`config.mk`:
```
export PLATFORM = sky130hd
export DESIGN_NAME = hevc_picture_order_count_flat
export DESIGN_NICKNAME = d
export VERILOG_FILES = /design/src/rtl/hpoc_pkg.sv /design/src/rtl/hpoc_frame_if.sv /design/src/rtl/hpoc_result_if.sv /design/src/rtl/hpoc_calc.sv /design/src/rtl/hevc_picture_order_count.sv /design/src/flat_wrapper.sv
export SDC_FILE = /design/constraint.sdc
export NUM_CORES = 1
export LEC_CHECK = 0
export ABC_CLOCK_PERIOD_IN_PS = 9800
export BUFFER_PORTS_ARGS = -buffer_cell sky130_fd_sc_hd__buf_2
export CAP_MARGIN = 25
export CORE_MARGIN = 4
export CORE_UTILIZATION = 62
export DETAILED_ROUTE_END_ITERATION = 8
export PLACE_DENSITY = 0.79
export REMOVE_ABC_BUFFERS = 1
export SETUP_SLACK_MARGIN = 0.1
export SYNTH_ARGS = -nofsm -noshare
export SYNTH_HDL_FRONTEND = slang
export SYNTH_SLANG_ARGS = --single-unit
```
`constraint.sdc`:
```
create_clock -name i_clk -period 9.8 [get_ports i_clk]
set_input_delay 0.49 -clock i_clk [delete_from_list [all_inputs] [get_ports i_clk]]
set_output_delay 0.49 -clock i_clk [all_outputs]
set_load 0.01 [all_outputs]
```
`src/rtl/hpoc_pkg.sv`:
```
`timescale 1ns / 1ps
// ----------------------------------------------------------------------------
// hpoc_pkg
// Shared types, constants and a helper function for the picture order count
// derivation block.
// ----------------------------------------------------------------------------
package hpoc_pkg;

    localparam int LSB_W = 16;
    localparam int MSB_W = 32;
    localparam int IDX_W = 16;
    localparam int CFG_W = 5;
    localparam int NAL_W = 6;
    localparam int TID_W = 3;
    localparam int PSET_W = 4;

    localparam logic [CFG_W-1:0] LOG2_MIN = 5'd4;
    localparam logic [CFG_W-1:0] LOG2_MAX = 5'd16;
    localparam logic [CFG_W-1:0] LOG2_RESET = 5'd4;
    localparam logic [IDX_W-1:0] IDX_MAX = '1;

    // NAL unit types that the derivation treats specially.
    localparam logic [NAL_W-1:0] NAL_RSV_VCL_N14 = 6'd14;
    localparam logic [NAL_W-1:0] NAL_RADL_N = 6'd6;
    localparam logic [NAL_W-1:0] NAL_RASL_R = 6'd9;
    localparam logic [NAL_W-1:0] NAL_BLA_W_LP = 6'd16;
    localparam logic [NAL_W-1:0] NAL_BLA_N_LP = 6'd18;
    localparam logic [NAL_W-1:0] NAL_IDR_W_RADL = 6'd19;
    localparam logic [NAL_W-1:0] NAL_IDR_N_LP = 6'd20;

    typedef struct packed {
        logic [NAL_W-1:0]  nal_type;
        logic [TID_W-1:0]  sublayer;
        logic [LSB_W-1:0]  poc_lsb;
        logic [PSET_W-1:0] param_set_index;
        logic              batch_start;
    } t_frame;

    typedef struct packed {
        logic signed [MSB_W-1:0] presentation_order;
        logic [IDX_W-1:0]        decode_order;
        logic                    order_valid;
        logic                    mixed_param_sets;
    } t_result;

    typedef struct packed {
        logic [LSB_W-1:0]  ref_lsb;
        logic [MSB_W-1:0]  ref_msb;
        logic [PSET_W-1:0] batch_param_set;
        logic              batch_stopped;
        logic [IDX_W-1:0]  frame_index;
    } t_state;

    // Sub-layer non-reference pictures, RADL and RASL never become the
    // previous reference picture.
    function automatic logic never_reference(input logic [NAL_W-1:0] nal_type);
        logic even_low;
        logic radl_rasl;
        even_low = (nal_type <= NAL_RSV_VCL_N14) && !nal_type[0];
        radl_rasl = (nal_type >= NAL_RADL_N) && (nal_type <= NAL_RASL_R);
        return even_low || radl_rasl;
    endfunction

endpackage

```
`src/rtl/hpoc_frame_if.sv`:
```
`timescale 1ns / 1ps
// ----------------------------------------------------------------------------
// hpoc_frame_if
// Valid/ready channel that carries one coded frame descriptor.
// ----------------------------------------------------------------------------
interface hpoc_frame_if;
    logic                           valid;
    logic                           ready;
    logic [hpoc_pkg::NAL_W-1:0]     nal_type;
    logic [hpoc_pkg::TID_W-1:0]     sublayer;
    logic [hpoc_pkg::LSB_W-1:0]     poc_lsb;
    logic [hpoc_pkg::PSET_W-1:0]    param_set_index;
    logic                           batch_start;

    modport source (
        output valid, nal_type, sublayer, poc_lsb, param_set_index, batch_start,
        input  ready
    );
    modport sink (
        input  valid, nal_type, sublayer, poc_lsb, param_set_index, batch_start,
        output ready
    );
endinterface

```
`src/rtl/hpoc_result_if.sv`:
```
`timescale 1ns / 1ps
// ----------------------------------------------------------------------------
// hpoc_result_if
// Valid/ready channel that carries one derived picture order result.
// ----------------------------------------------------------------------------
interface hpoc_result_if;
    logic                               valid;
    logic                               ready;
    logic signed [hpoc_pkg::MSB_W-1:0]  presentation_order;
    logic [hpoc_pkg::IDX_W-1:0]         decode_order;
    logic                               order_valid;
    logic                               mixed_param_sets;

    modport source (
        output valid, presentation_order, decode_order, order_valid, mixed_param_sets,
        input  ready
    );
    modport sink (
        input  valid, presentation_order, decode_order, order_valid, mixed_param_sets,
        output ready
    );
endinterface

```
`src/rtl/hpoc_calc.sv`:
```
`timescale 1ns / 1ps
// ----------------------------------------------------------------------------
// hpoc_calc
// Combinational derivation of one frame's order and of the next state.
// ----------------------------------------------------------------------------
module hpoc_calc (
    input  hpoc_pkg::t_frame                  i_frame,
    input  hpoc_pkg::t_state                  i_state,
    input  logic [hpoc_pkg::CFG_W-1:0]        i_log2_max_poc_lsb,
    output hpoc_pkg::t_result                 o_result,
    output hpoc_pkg::t_state                  o_state
);

    logic [hpoc_pkg::PSET_W-1:0]  batch_pset;
    logic [hpoc_pkg::IDX_W-1:0]   index;
    logic                         stopped;
    logic [hpoc_pkg::CFG_W-1:0]   l2;
    logic [hpoc_pkg::LSB_W:0]     max_lsb;
    logic [hpoc_pkg::LSB_W:0]     half;
    logic [hpoc_pkg::LSB_W:0]     mask;
    logic [hpoc_pkg::LSB_W-1:0]   lsb;
    logic [hpoc_pkg::LSB_W:0]     diff_dn;
    logic [hpoc_pkg::LSB_W:0]     diff_up;
    logic                         wrap_up;
    logic                         wrap_dn;
    logic [hpoc_pkg::MSB_W-1:0]   max_ext;
    logic [hpoc_pkg::MSB_W-1:0]   msb;
    logic [hpoc_pkg::MSB_W-1:0]   order;
    logic                         is_idr;
    logic                         is_bla;
    logic                         updates_ref;

    always_comb begin
        // A batch start rebinds the batch before the parameter set check.
        batch_pset = i_frame.batch_start ? i_frame.param_set_index
                                         : i_state.batch_param_set;
        index      = i_frame.batch_start ? '0 : i_state.frame_index;
        stopped    = (!i_frame.batch_start && i_state.batch_stopped)
                     || (i_frame.param_set_index != batch_pset);

        if (i_log2_max_poc_lsb < hpoc_pkg::LOG2_MIN) begin
            l2 = hpoc_pkg::LOG2_MIN;
        end else if (i_log2_max_poc_lsb > hpoc_pkg::LOG2_MAX) begin
            l2 = hpoc_pkg::LOG2_MAX;
        end else begin
            l2 = i_log2_max_poc_lsb;
        end
        max_lsb = {{hpoc_pkg::LSB_W{1'b0}}, 1'b1} << l2;
        half    = max_lsb >> 1;
        mask    = max_lsb - {{hpoc_pkg::LSB_W{1'b0}}, 1'b1};
        lsb     = i_frame.poc_lsb & mask[hpoc_pkg::LSB_W-1:0];

        // Half-range wrap test against the previous reference LSB.
        diff_dn = {1'b0, i_state.ref_lsb} - {1'b0, lsb};
        diff_up = {1'b0, lsb} - {1'b0, i_state.ref_lsb};
        wrap_up = (lsb < i_state.ref_lsb) && (diff_dn >= half);
        wrap_dn = (lsb > i_state.ref_lsb) && (diff_up > half);
        max_ext = {{(hpoc_pkg::MSB_W-hpoc_pkg::LSB_W-1){1'b0}}, max_lsb};

        is_idr = (i_frame.nal_type == hpoc_pkg::NAL_IDR_W_RADL)
                 || (i_frame.nal_type == hpoc_pkg::NAL_IDR_N_LP);
        is_bla = (i_frame.nal_type >= hpoc_pkg::NAL_BLA_W_LP)
                 && (i_frame.nal_type <= hpoc_pkg::NAL_BLA_N_LP);

        if (is_bla) begin
            msb = '0;
        end else if (wrap_up) begin
            msb = i_state.ref_msb + max_ext;
        end else if (wrap_dn) begin
            msb = i_state.ref_msb - max_ext;
        end else begin
            msb = i_state.ref_msb;
        end
        order = is_idr ? '0
                       : ({{(hpoc_pkg::MSB_W-hpoc_pkg::LSB_W){1'b0}}, lsb} + msb);
        updates_ref = (i_frame.sublayer == '0)
                      && (is_idr || !hpoc_pkg::never_reference(i_frame.nal_type));

        o_state = i_state;
        if (stopped) begin
            // A stopped batch leaves everything but the stop flag alone.
            o_state.batch_stopped       = 1'b1;
            o_result.presentation_order = '0;
            o_result.decode_order       = '0;
            o_result.order_valid        = 1'b0;
            o_result.mixed_param_sets   = 1'b1;
        end else begin
            o_state.batch_param_set     = batch_pset;
            o_state.batch_stopped       = 1'b0;
            o_state.frame_index         = (index < hpoc_pkg::IDX_MAX)
                                          ? index + 1'b1 : index;
            if (updates_ref) begin
                o_state.ref_lsb = is_idr ? '0 : lsb;
                o_state.ref_msb = is_idr ? '0 : msb;
            end
            o_result.presentation_order = $signed(order);
            o_result.decode_order       = index;
            o_result.order_valid        = 1'b1;
            o_result.mixed_param_sets   = 1'b0;
        end
    end

endmodule

```
`src/rtl/hevc_picture_order_count.sv`:
```
`timescale 1ns / 1ps
// ----------------------------------------------------------------------------
// hevc_picture_order_count
// Derives the picture order count and batch decode index of coded frames.
// ----------------------------------------------------------------------------
//
//   Channel   Direction  Handshake        Carries
//   i_frame   in         valid / ready    NAL type, temporal id, POC LSB,
//                                         parameter set index, batch start
//   o_result  out        valid / ready    presentation order, decode order,
//                                         order valid, mixed parameter sets
//   i_cfg_*   in         write enable     log2_max_poc_lsb, 5 bits
//
// One frame per cycle is sustained unless the output stalls; the reference
// LSB/MSB and batch state update while the frame sits in the input register.
// The result register follows the input register on the way to the output.
// Reset (synchronous, active low) empties both registers, clears the state
// and sets log2_max_poc_lsb to 4. An output stall fills the result register,
// then the input register; after that i_frame.ready drops.
// ----------------------------------------------------------------------------
module hevc_picture_order_count (
    input  logic                         i_clk,
    input  logic                         i_rst_n,
    hpoc_frame_if.sink                   i_frame,
    hpoc_result_if.source                o_result,
    input  logic                         i_cfg_we,
    input  logic [hpoc_pkg::CFG_W-1:0]   i_cfg_wdata
);

    // Input stage: the accepted frame waits here for one derivation pass.
    logic                        r_in_valid;
    logic                        n_in_valid;
    hpoc_pkg::t_frame            r_in;

    // Result stage: the finished result waits here for its transfer.
    logic                        r_out_valid;
    logic                        n_out_valid;
    hpoc_pkg::t_result           r_out;

    // Reference and batch state carried from frame to frame.
    hpoc_pkg::t_state            r_state;
    hpoc_pkg::t_state            n_state;
    logic [hpoc_pkg::CFG_W-1:0]  r_log2_max_poc_lsb;

    hpoc_pkg::t_result           calc_result;
    hpoc_pkg::t_state            calc_state;
    logic                        in_xfer;
    logic                        advance;

    // The input stage moves on whenever the result register is free or
    // is being emptied in this very cycle.
    assign advance        = r_in_valid && (!r_out_valid || o_result.ready);
    assign i_frame.ready  = !r_in_valid || advance;
    assign in_xfer        = i_frame.valid && i_frame.ready;

    hpoc_calc u_calc (
        .i_frame            (r_in),
        .i_state            (r_state),
        .i_log2_max_poc_lsb (r_log2_max_poc_lsb),
        .o_result           (calc_result),
        .o_state            (calc_state)
    );

    always_comb begin
        n_in_valid  = in_xfer || (r_in_valid && !advance);
        n_out_valid = advance || (r_out_valid && !o_result.ready);
        // State only moves when a frame leaves the input stage, so the next
        // frame always sees the state left by its predecessor.
        n_state     = advance ? calc_state : r_state;
    end

    always_ff @(posedge i_clk) begin
        if (!i_rst_n) begin
            r_in_valid         <= 1'b0;
            r_out_valid        <= 1'b0;
            r_state            <= '0;
            r_log2_max_poc_lsb <= hpoc_pkg::LOG2_RESET;
        end else begin
            r_in_valid  <= n_in_valid;
            r_out_valid <= n_out_valid;
            r_state     <= n_state;
            if (i_cfg_we) begin
                r_log2_max_poc_lsb <= i_cfg_wdata;
            end
        end
    end

    // Payload registers carry no reset; their valid bits guard them.
    always_ff @(posedge i_clk) begin
        if (in_xfer) begin
            r_in.nal_type        <= i_frame.nal_type;
            r_in.sublayer        <= i_frame.sublayer;
            r_in.poc_lsb         <= i_frame.poc_lsb;
            r_in.param_set_index <= i_frame.param_set_index;
            r_in.batch_start     <= i_frame.batch_start;
        end
        if (advance) begin
            r_out <= calc_result;
        end
    end

    assign o_result.valid              = r_out_valid;
    assign o_result.presentation_order = r_out.presentation_order;
    assign o_result.decode_order       = r_out.decode_order;
    assign o_result.order_valid        = r_out.order_valid;
    assign o_result.mixed_param_sets   = r_out.mixed_param_sets;

endmodule

```
`src/flat_wrapper.sv`:
```
// flat-port wrapper written by rule: the top's interface ports become plain ports
module hevc_picture_order_count_flat 
  (i_clk, i_rst_n, i_cfg_we, i_cfg_wdata, i_frame_valid, i_frame_nal_type, i_frame_sublayer, i_frame_poc_lsb, i_frame_param_set_index, i_frame_batch_start, i_frame_ready, o_result_valid, o_result_presentation_order, o_result_decode_order, o_result_order_valid, o_result_mixed_param_sets, o_result_ready);
  hpoc_frame_if i_frame_i ();
  hpoc_result_if o_result_i ();
  input  logic i_clk;
  input  logic i_rst_n;
  input  logic i_cfg_we;
  input  logic [hpoc_pkg::CFG_W-1:0] i_cfg_wdata;
  input wire logic [$bits(i_frame_i.valid)-1:0] i_frame_valid;
  input wire logic [$bits(i_frame_i.nal_type)-1:0] i_frame_nal_type;
  input wire logic [$bits(i_frame_i.sublayer)-1:0] i_frame_sublayer;
  input wire logic [$bits(i_frame_i.poc_lsb)-1:0] i_frame_poc_lsb;
  input wire logic [$bits(i_frame_i.param_set_index)-1:0] i_frame_param_set_index;
  input wire logic [$bits(i_frame_i.batch_start)-1:0] i_frame_batch_start;
  output wire logic [$bits(i_frame_i.ready)-1:0] i_frame_ready;
  output wire logic [$bits(o_result_i.valid)-1:0] o_result_valid;
  output wire logic [$bits(o_result_i.presentation_order)-1:0] o_result_presentation_order;
  output wire logic [$bits(o_result_i.decode_order)-1:0] o_result_decode_order;
  output wire logic [$bits(o_result_i.order_valid)-1:0] o_result_order_valid;
  output wire logic [$bits(o_result_i.mixed_param_sets)-1:0] o_result_mixed_param_sets;
  input wire logic [$bits(o_result_i.ready)-1:0] o_result_ready;
  assign i_frame_i.valid = i_frame_valid;
  assign i_frame_i.nal_type = i_frame_nal_type;
  assign i_frame_i.sublayer = i_frame_sublayer;
  assign i_frame_i.poc_lsb = i_frame_poc_lsb;
  assign i_frame_i.param_set_index = i_frame_param_set_index;
  assign i_frame_i.batch_start = i_frame_batch_start;
  assign i_frame_ready = i_frame_i.ready;
  assign o_result_valid = o_result_i.valid;
  assign o_result_presentation_order = o_result_i.presentation_order;
  assign o_result_decode_order = o_result_i.decode_order;
  assign o_result_order_valid = o_result_i.order_valid;
  assign o_result_mixed_param_sets = o_result_i.mixed_param_sets;
  assign o_result_i.ready = o_result_ready;
  hevc_picture_order_count u_core (.i_clk(i_clk), .i_rst_n(i_rst_n), .i_frame(i_frame_i), .o_result(o_result_i), .i_cfg_we(i_cfg_we), .i_cfg_wdata(i_cfg_wdata));
endmodule
```
==> results.json <==
{
  "outcome": "finished, final reports clean",
  "worstHoldPathType": "primary input to flop",
  "finalSetupTns_ns": 0,
  "nFillCells": 1579,
  "fp-row-count": 51,
  "fmax_mhz": 109,
  "viasPerCell": 6.26,
  "num_antenna_cells": 0,
  "synth-seq-area-share": 0.310,
  "ios": 92,
  "tritoncts": "yes",
  "slew_violations": 0,
  "die_w_um": 151,
  "number_of_iterations_in_the_first_detailed_routing_pass": 5,
  "min_period_over_period": 0.939,
  "min_period_ns": 9.20,
  "maxCapViolations": 0,
  "global_route.overflow_total": 0,
  "criticalPathCategory": "flop to flop",
  "max-clock-path-buffers": 2,
  "routed_wirelength_mm": 35.5,
  "yosys_register_bits": 156,
  "number_of_antenna_violations_at_the_first_check_in_global_routing": 0,
  "post-route-drc-count": 0,
  "worstMarginPinSlew_ns": 0.913,
  "number_of_global_route_vias_before_repair": 10900,
  "detailedPlace.worstSlack_ns": 0.337,
  "syn_inst": 1497,
  "clkTransAtPathRegs_ns": 0.08,
  "grt_start_max_net_pins": 77,
  "yosysWarningCount": 0,
  "timing.critical_path.arrival_ns": 9.37,
  "cp_max_stage_delay_ns": 0.55,
  "netlist_area_sq_um": 12600,
  "timing.final.setup_violations": 0,
  "cts.hold.buffers_added": 0,
  "cts.htree.levels": 4,
  "setup.worst_path.end_class": "flop",
  "syn_avg_cell_area_sq_um": 8.45,
  "finalNetCount": 1733,
  "synthFlopType": "sky130_fd_sc_hd__edfxtp_1",
  "cts-root-buf": "sky130_fd_sc_hd__clkbuf_16",
  "clkSinkCount": 156,
  "rsz0062_at_grt": "no",
  "core_sq_um": 19800,
  "p_leak_nw": 5.86,
  "synth-async-reset-ratio": 0,
  "power.density_nw_per_um2": 165,
  "yosysUniqueCellTypes": 97,
  "drive_above_1_share": 0.130,
  "critPathRequiredTime_ns": 9.98,
  "worst_clock_skew_ns": 0.0171,
  "drt.antenna.violating_nets": 0,
  "detailedRoute.firstIterationViolations": 1284,
  "detailed_place.area_sq_um": 13300,
  "floorplan.die_area_sq_um": 22700,
  "initial_utilization": 0.639,
  "critical_path.slowest_cell": "sky130_fd_sc_hd__or4_4",
  "post-route-cell-area_sq_um": 14000,
  "ir_drop_v": 0.000122,
  "worst_slew_margin_relative_to_its_limit": 0.386,
  "synth_edf_count": 80,
  "insertion_delay_ns": 0.45,
  "routedWlPerCell_um": 19.2,
  "place.detailed.hpwl_mm": 25.7,
  "critical_path.max_fanout": 12,
  "area_growth_syn_to_layout_pct": 10.7,
  "grt_usage": 0.313,
  "port_buffers": 91,
  "hold_fails_final_rpt": 0,
  "setup_ws_ns": 0.602,
  "tritoncts.num_buffers": 17,
  "die_height_um": 151,
  "finalWeightedCongestion": 0.985,
  "vias": 11600,
  "grt_first_pass_wirelength_mm": 56.2,
  "timing.critical_path.from_type": "flop"
}
-- cell families (layout without fill, tap and decap cells) --
| group | after synthesis | after routing | share of synthesized area |
|---|---|---|---|
| xor+xnor | 63 | 63 | 0.0436 |
| buf+inv | 170 | 243 | 0.0568 |
| simple gates | 557 | 557 | 0.229 |
| fa+ha+maj | 121 | 121 | 0.123 |
| compound gates | 417 | 417 | 0.228 |
| other cells | 2 | 17 | 0.000594 |
| flops | 156 | 156 | 0.310 |
| mux | 11 | 11 | 0.00900 |
-- Yosys cell counts, types with 6 or more instances --
| library cell | count | area [sq um] |
|---|---|---|
| sky130_fd_sc_hd__buf_6 | 7 | 78.8 |
| sky130_fd_sc_hd__nor2b_1 | 72 | 450 |
| sky130_fd_sc_hd__o21bai_1 | 15 | 113 |
| sky130_fd_sc_hd__a21oi_1 | 118 | 591 |
| sky130_fd_sc_hd__and4_1 | 12 | 105 |
| sky130_fd_sc_hd__xor2_1 | 33 | 289 |
| sky130_fd_sc_hd__edfxtp_1 | 80 | 2400 |
| sky130_fd_sc_hd__or3_1 | 9 | 56.3 |
| sky130_fd_sc_hd__mux2i_1 | 10 | 100 |
| sky130_fd_sc_hd__dfxtp_1 | 76 | 1520 |
| sky130_fd_sc_hd__o31ai_1 | 8 | 60.1 |
| sky130_fd_sc_hd__or4_1 | 7 | 52.6 |
| sky130_fd_sc_hd__and2_1 | 41 | 257 |
| sky130_fd_sc_hd__nand2b_1 | 13 | 81.3 |
| sky130_fd_sc_hd__buf_2 | 6 | 30.0 |
| sky130_fd_sc_hd__o211ai_1 | 8 | 60.1 |
| sky130_fd_sc_hd__a21boi_0 | 10 | 75.1 |
| sky130_fd_sc_hd__a31oi_1 | 8 | 50.1 |
| sky130_fd_sc_hd__a21o_1 | 21 | 158 |
| sky130_fd_sc_hd__a211o_1 | 6 | 52.6 |
| sky130_fd_sc_hd__nand4_1 | 20 | 125 |
| sky130_fd_sc_hd__and3_1 | 21 | 131 |
| sky130_fd_sc_hd__nand3_1 | 39 | 195 |
| sky130_fd_sc_hd__xnor2_1 | 30 | 263 |
| sky130_fd_sc_hd__o21a_1 | 16 | 120 |
| sky130_fd_sc_hd__nor2_1 | 120 | 450 |
| sky130_fd_sc_hd__a211oi_1 | 24 | 180 |
| sky130_fd_sc_hd__clkbuf_1 | 56 | 210 |
| sky130_fd_sc_hd__o21ai_0 | 67 | 335 |
| sky130_fd_sc_hd__a22oi_1 | 25 | 188 |
| sky130_fd_sc_hd__or2_2 | 8 | 50.1 |
| sky130_fd_sc_hd__nor3_1 | 47 | 235 |
| sky130_fd_sc_hd__inv_1 | 95 | 357 |
| sky130_fd_sc_hd__ha_1 | 116 | 1450 |
| sky130_fd_sc_hd__nand2_1 | 110 | 413 |
| sky130_fd_sc_hd__nor4_1 | 14 | 87.6 |
-- layout by cell type, fill, tap and decap left out, types with 9 or more instances in the layout --
cell	instances
sky130_fd_sc_hd__nand2_1	107
sky130_fd_sc_hd__and4_1	12
sky130_fd_sc_hd__a22oi_1	25
sky130_fd_sc_hd__a21o_1	21
sky130_fd_sc_hd__buf_2	92
sky130_fd_sc_hd__or3_1	9
sky130_fd_sc_hd__o21ai_0	66
sky130_fd_sc_hd__a21oi_1	118
sky130_fd_sc_hd__clkbuf_16	17
sky130_fd_sc_hd__a211oi_1	23
sky130_fd_sc_hd__o21a_1	16
sky130_fd_sc_hd__and2_1	41
sky130_fd_sc_hd__nand4_1	20
sky130_fd_sc_hd__nor2b_1	71
sky130_fd_sc_hd__ha_1	114
sky130_fd_sc_hd__conb_1	17
sky130_fd_sc_hd__buf_4	24
sky130_fd_sc_hd__nor4_1	13
sky130_fd_sc_hd__dfxtp_1	73
sky130_fd_sc_hd__inv_1	95
sky130_fd_sc_hd__xor2_1	33
sky130_fd_sc_hd__nand2b_1	13
sky130_fd_sc_hd__and3_1	21
sky130_fd_sc_hd__xnor2_1	30
sky130_fd_sc_hd__nor2_1	119
sky130_fd_sc_hd__nor3_1	47
sky130_fd_sc_hd__mux2i_1	10
sky130_fd_sc_hd__o21bai_1	15
sky130_fd_sc_hd__a21boi_0	10
sky130_fd_sc_hd__nand3_1	38
sky130_fd_sc_hd__edfxtp_1	80
-- flip-flops by register name (all words and copies together) (netlist names) --
register / cells
u_core.r_log2_max_poc_lsb: 5
u_core.r_in: 30
u_core.o_result.decode_order: 16
u_core.o_result.valid: 1
u_core.o_result.mixed_param_sets: 1
u_core.r_in_valid: 1
u_core.o_result.presentation_order: 32
u_core.o_result.order_valid: 1
u_core.r_state: 69
-- critical path: cells and delay by family, from the launching register on --
family / cells / cell delay [ns]
adder cells (fa/ha/maj): 3 / 1.00
XOR/XNOR: 1 / 0.09
buffers and inverters: 2 / 0.30
flip-flops: 1 / 0.43
AO/OA/AOI/OAI: 19 / 4.21
AND/OR/NAND/NOR: 13 / 2.87
-- final timing paths --
| check | startpoint | to | slack, ns | cells past startpoint |
|---|---|---|---|---|
| setup / recovery | u_core.r_log2_max_poc_lsb[0] | u_core.o_result.presentation_order[29] | 0.60 | 38 |
| hold / removal | i_frame_poc_lsb[3] | u_core.r_in[8] | 0.21 | 1 |
| setup reg to reg | u_core.r_log2_max_poc_lsb[0] | u_core.o_result.presentation_order[29] | 0.60 | 38 |
| hold reg to reg | u_core.r_state[19] | u_core.r_state[19] | 0.48 | 2 |
-- layer usage --
metal  track usage  vias to the layer above  share of wire
met5             0                        -              0
met4         0.100                        0          0.030
met3        0.0598                       74          0.070
met2         0.509                      482           0.46
met1         0.421                     5435           0.44
li1              -                     5584              -
-- stage by stage --
stage / power, mW / hold slack (ns) / instances / util
after CTS: 2.28 / 0.206 / 1844 / 0.702
after global routing: 2.43 / 0.202 / 1850 / 0.707
after floorplan: 1.35 / 0.455 / 1437 / -
after global placement: 1.57 / 0.464 / 1812 / 0.672
final: 2.31 / 0.215 / 1850 / 0.707
after detailed placement: 1.58 / 0.474 / 1812 / 0.672
-- layout make-up --
type / instances / area (sq um) / share of cell area
clock buffer: 18 / 439 / 0.0314
clock inverter: 14 / 168 / 0.0120
inverter: 95 / 357 / 0.0255
multi-input combinational: 1186 / 8130 / 0.581
sequential: 156 / 3930 / 0.281
tap: 265 / 332 / 0.0237
timing repair buffer: 116 / 641 / 0.0458
-- where the power goes --
group | leakage, nW | internal, mW | switching, mW
Combinational | 4.19 | 0.335 | 0.531
Sequential | 1.38 | 0.731 | 0.0155
Clock | 0.295 | 0.372 | 0.327
-- timing repair --
item	in CTS	in global routing
gates resized for setup	0	17
endpoints found under the setup margin	0	15
buffers inserted	0	5
Note: power is estimated with default switching activity, not from simulation.
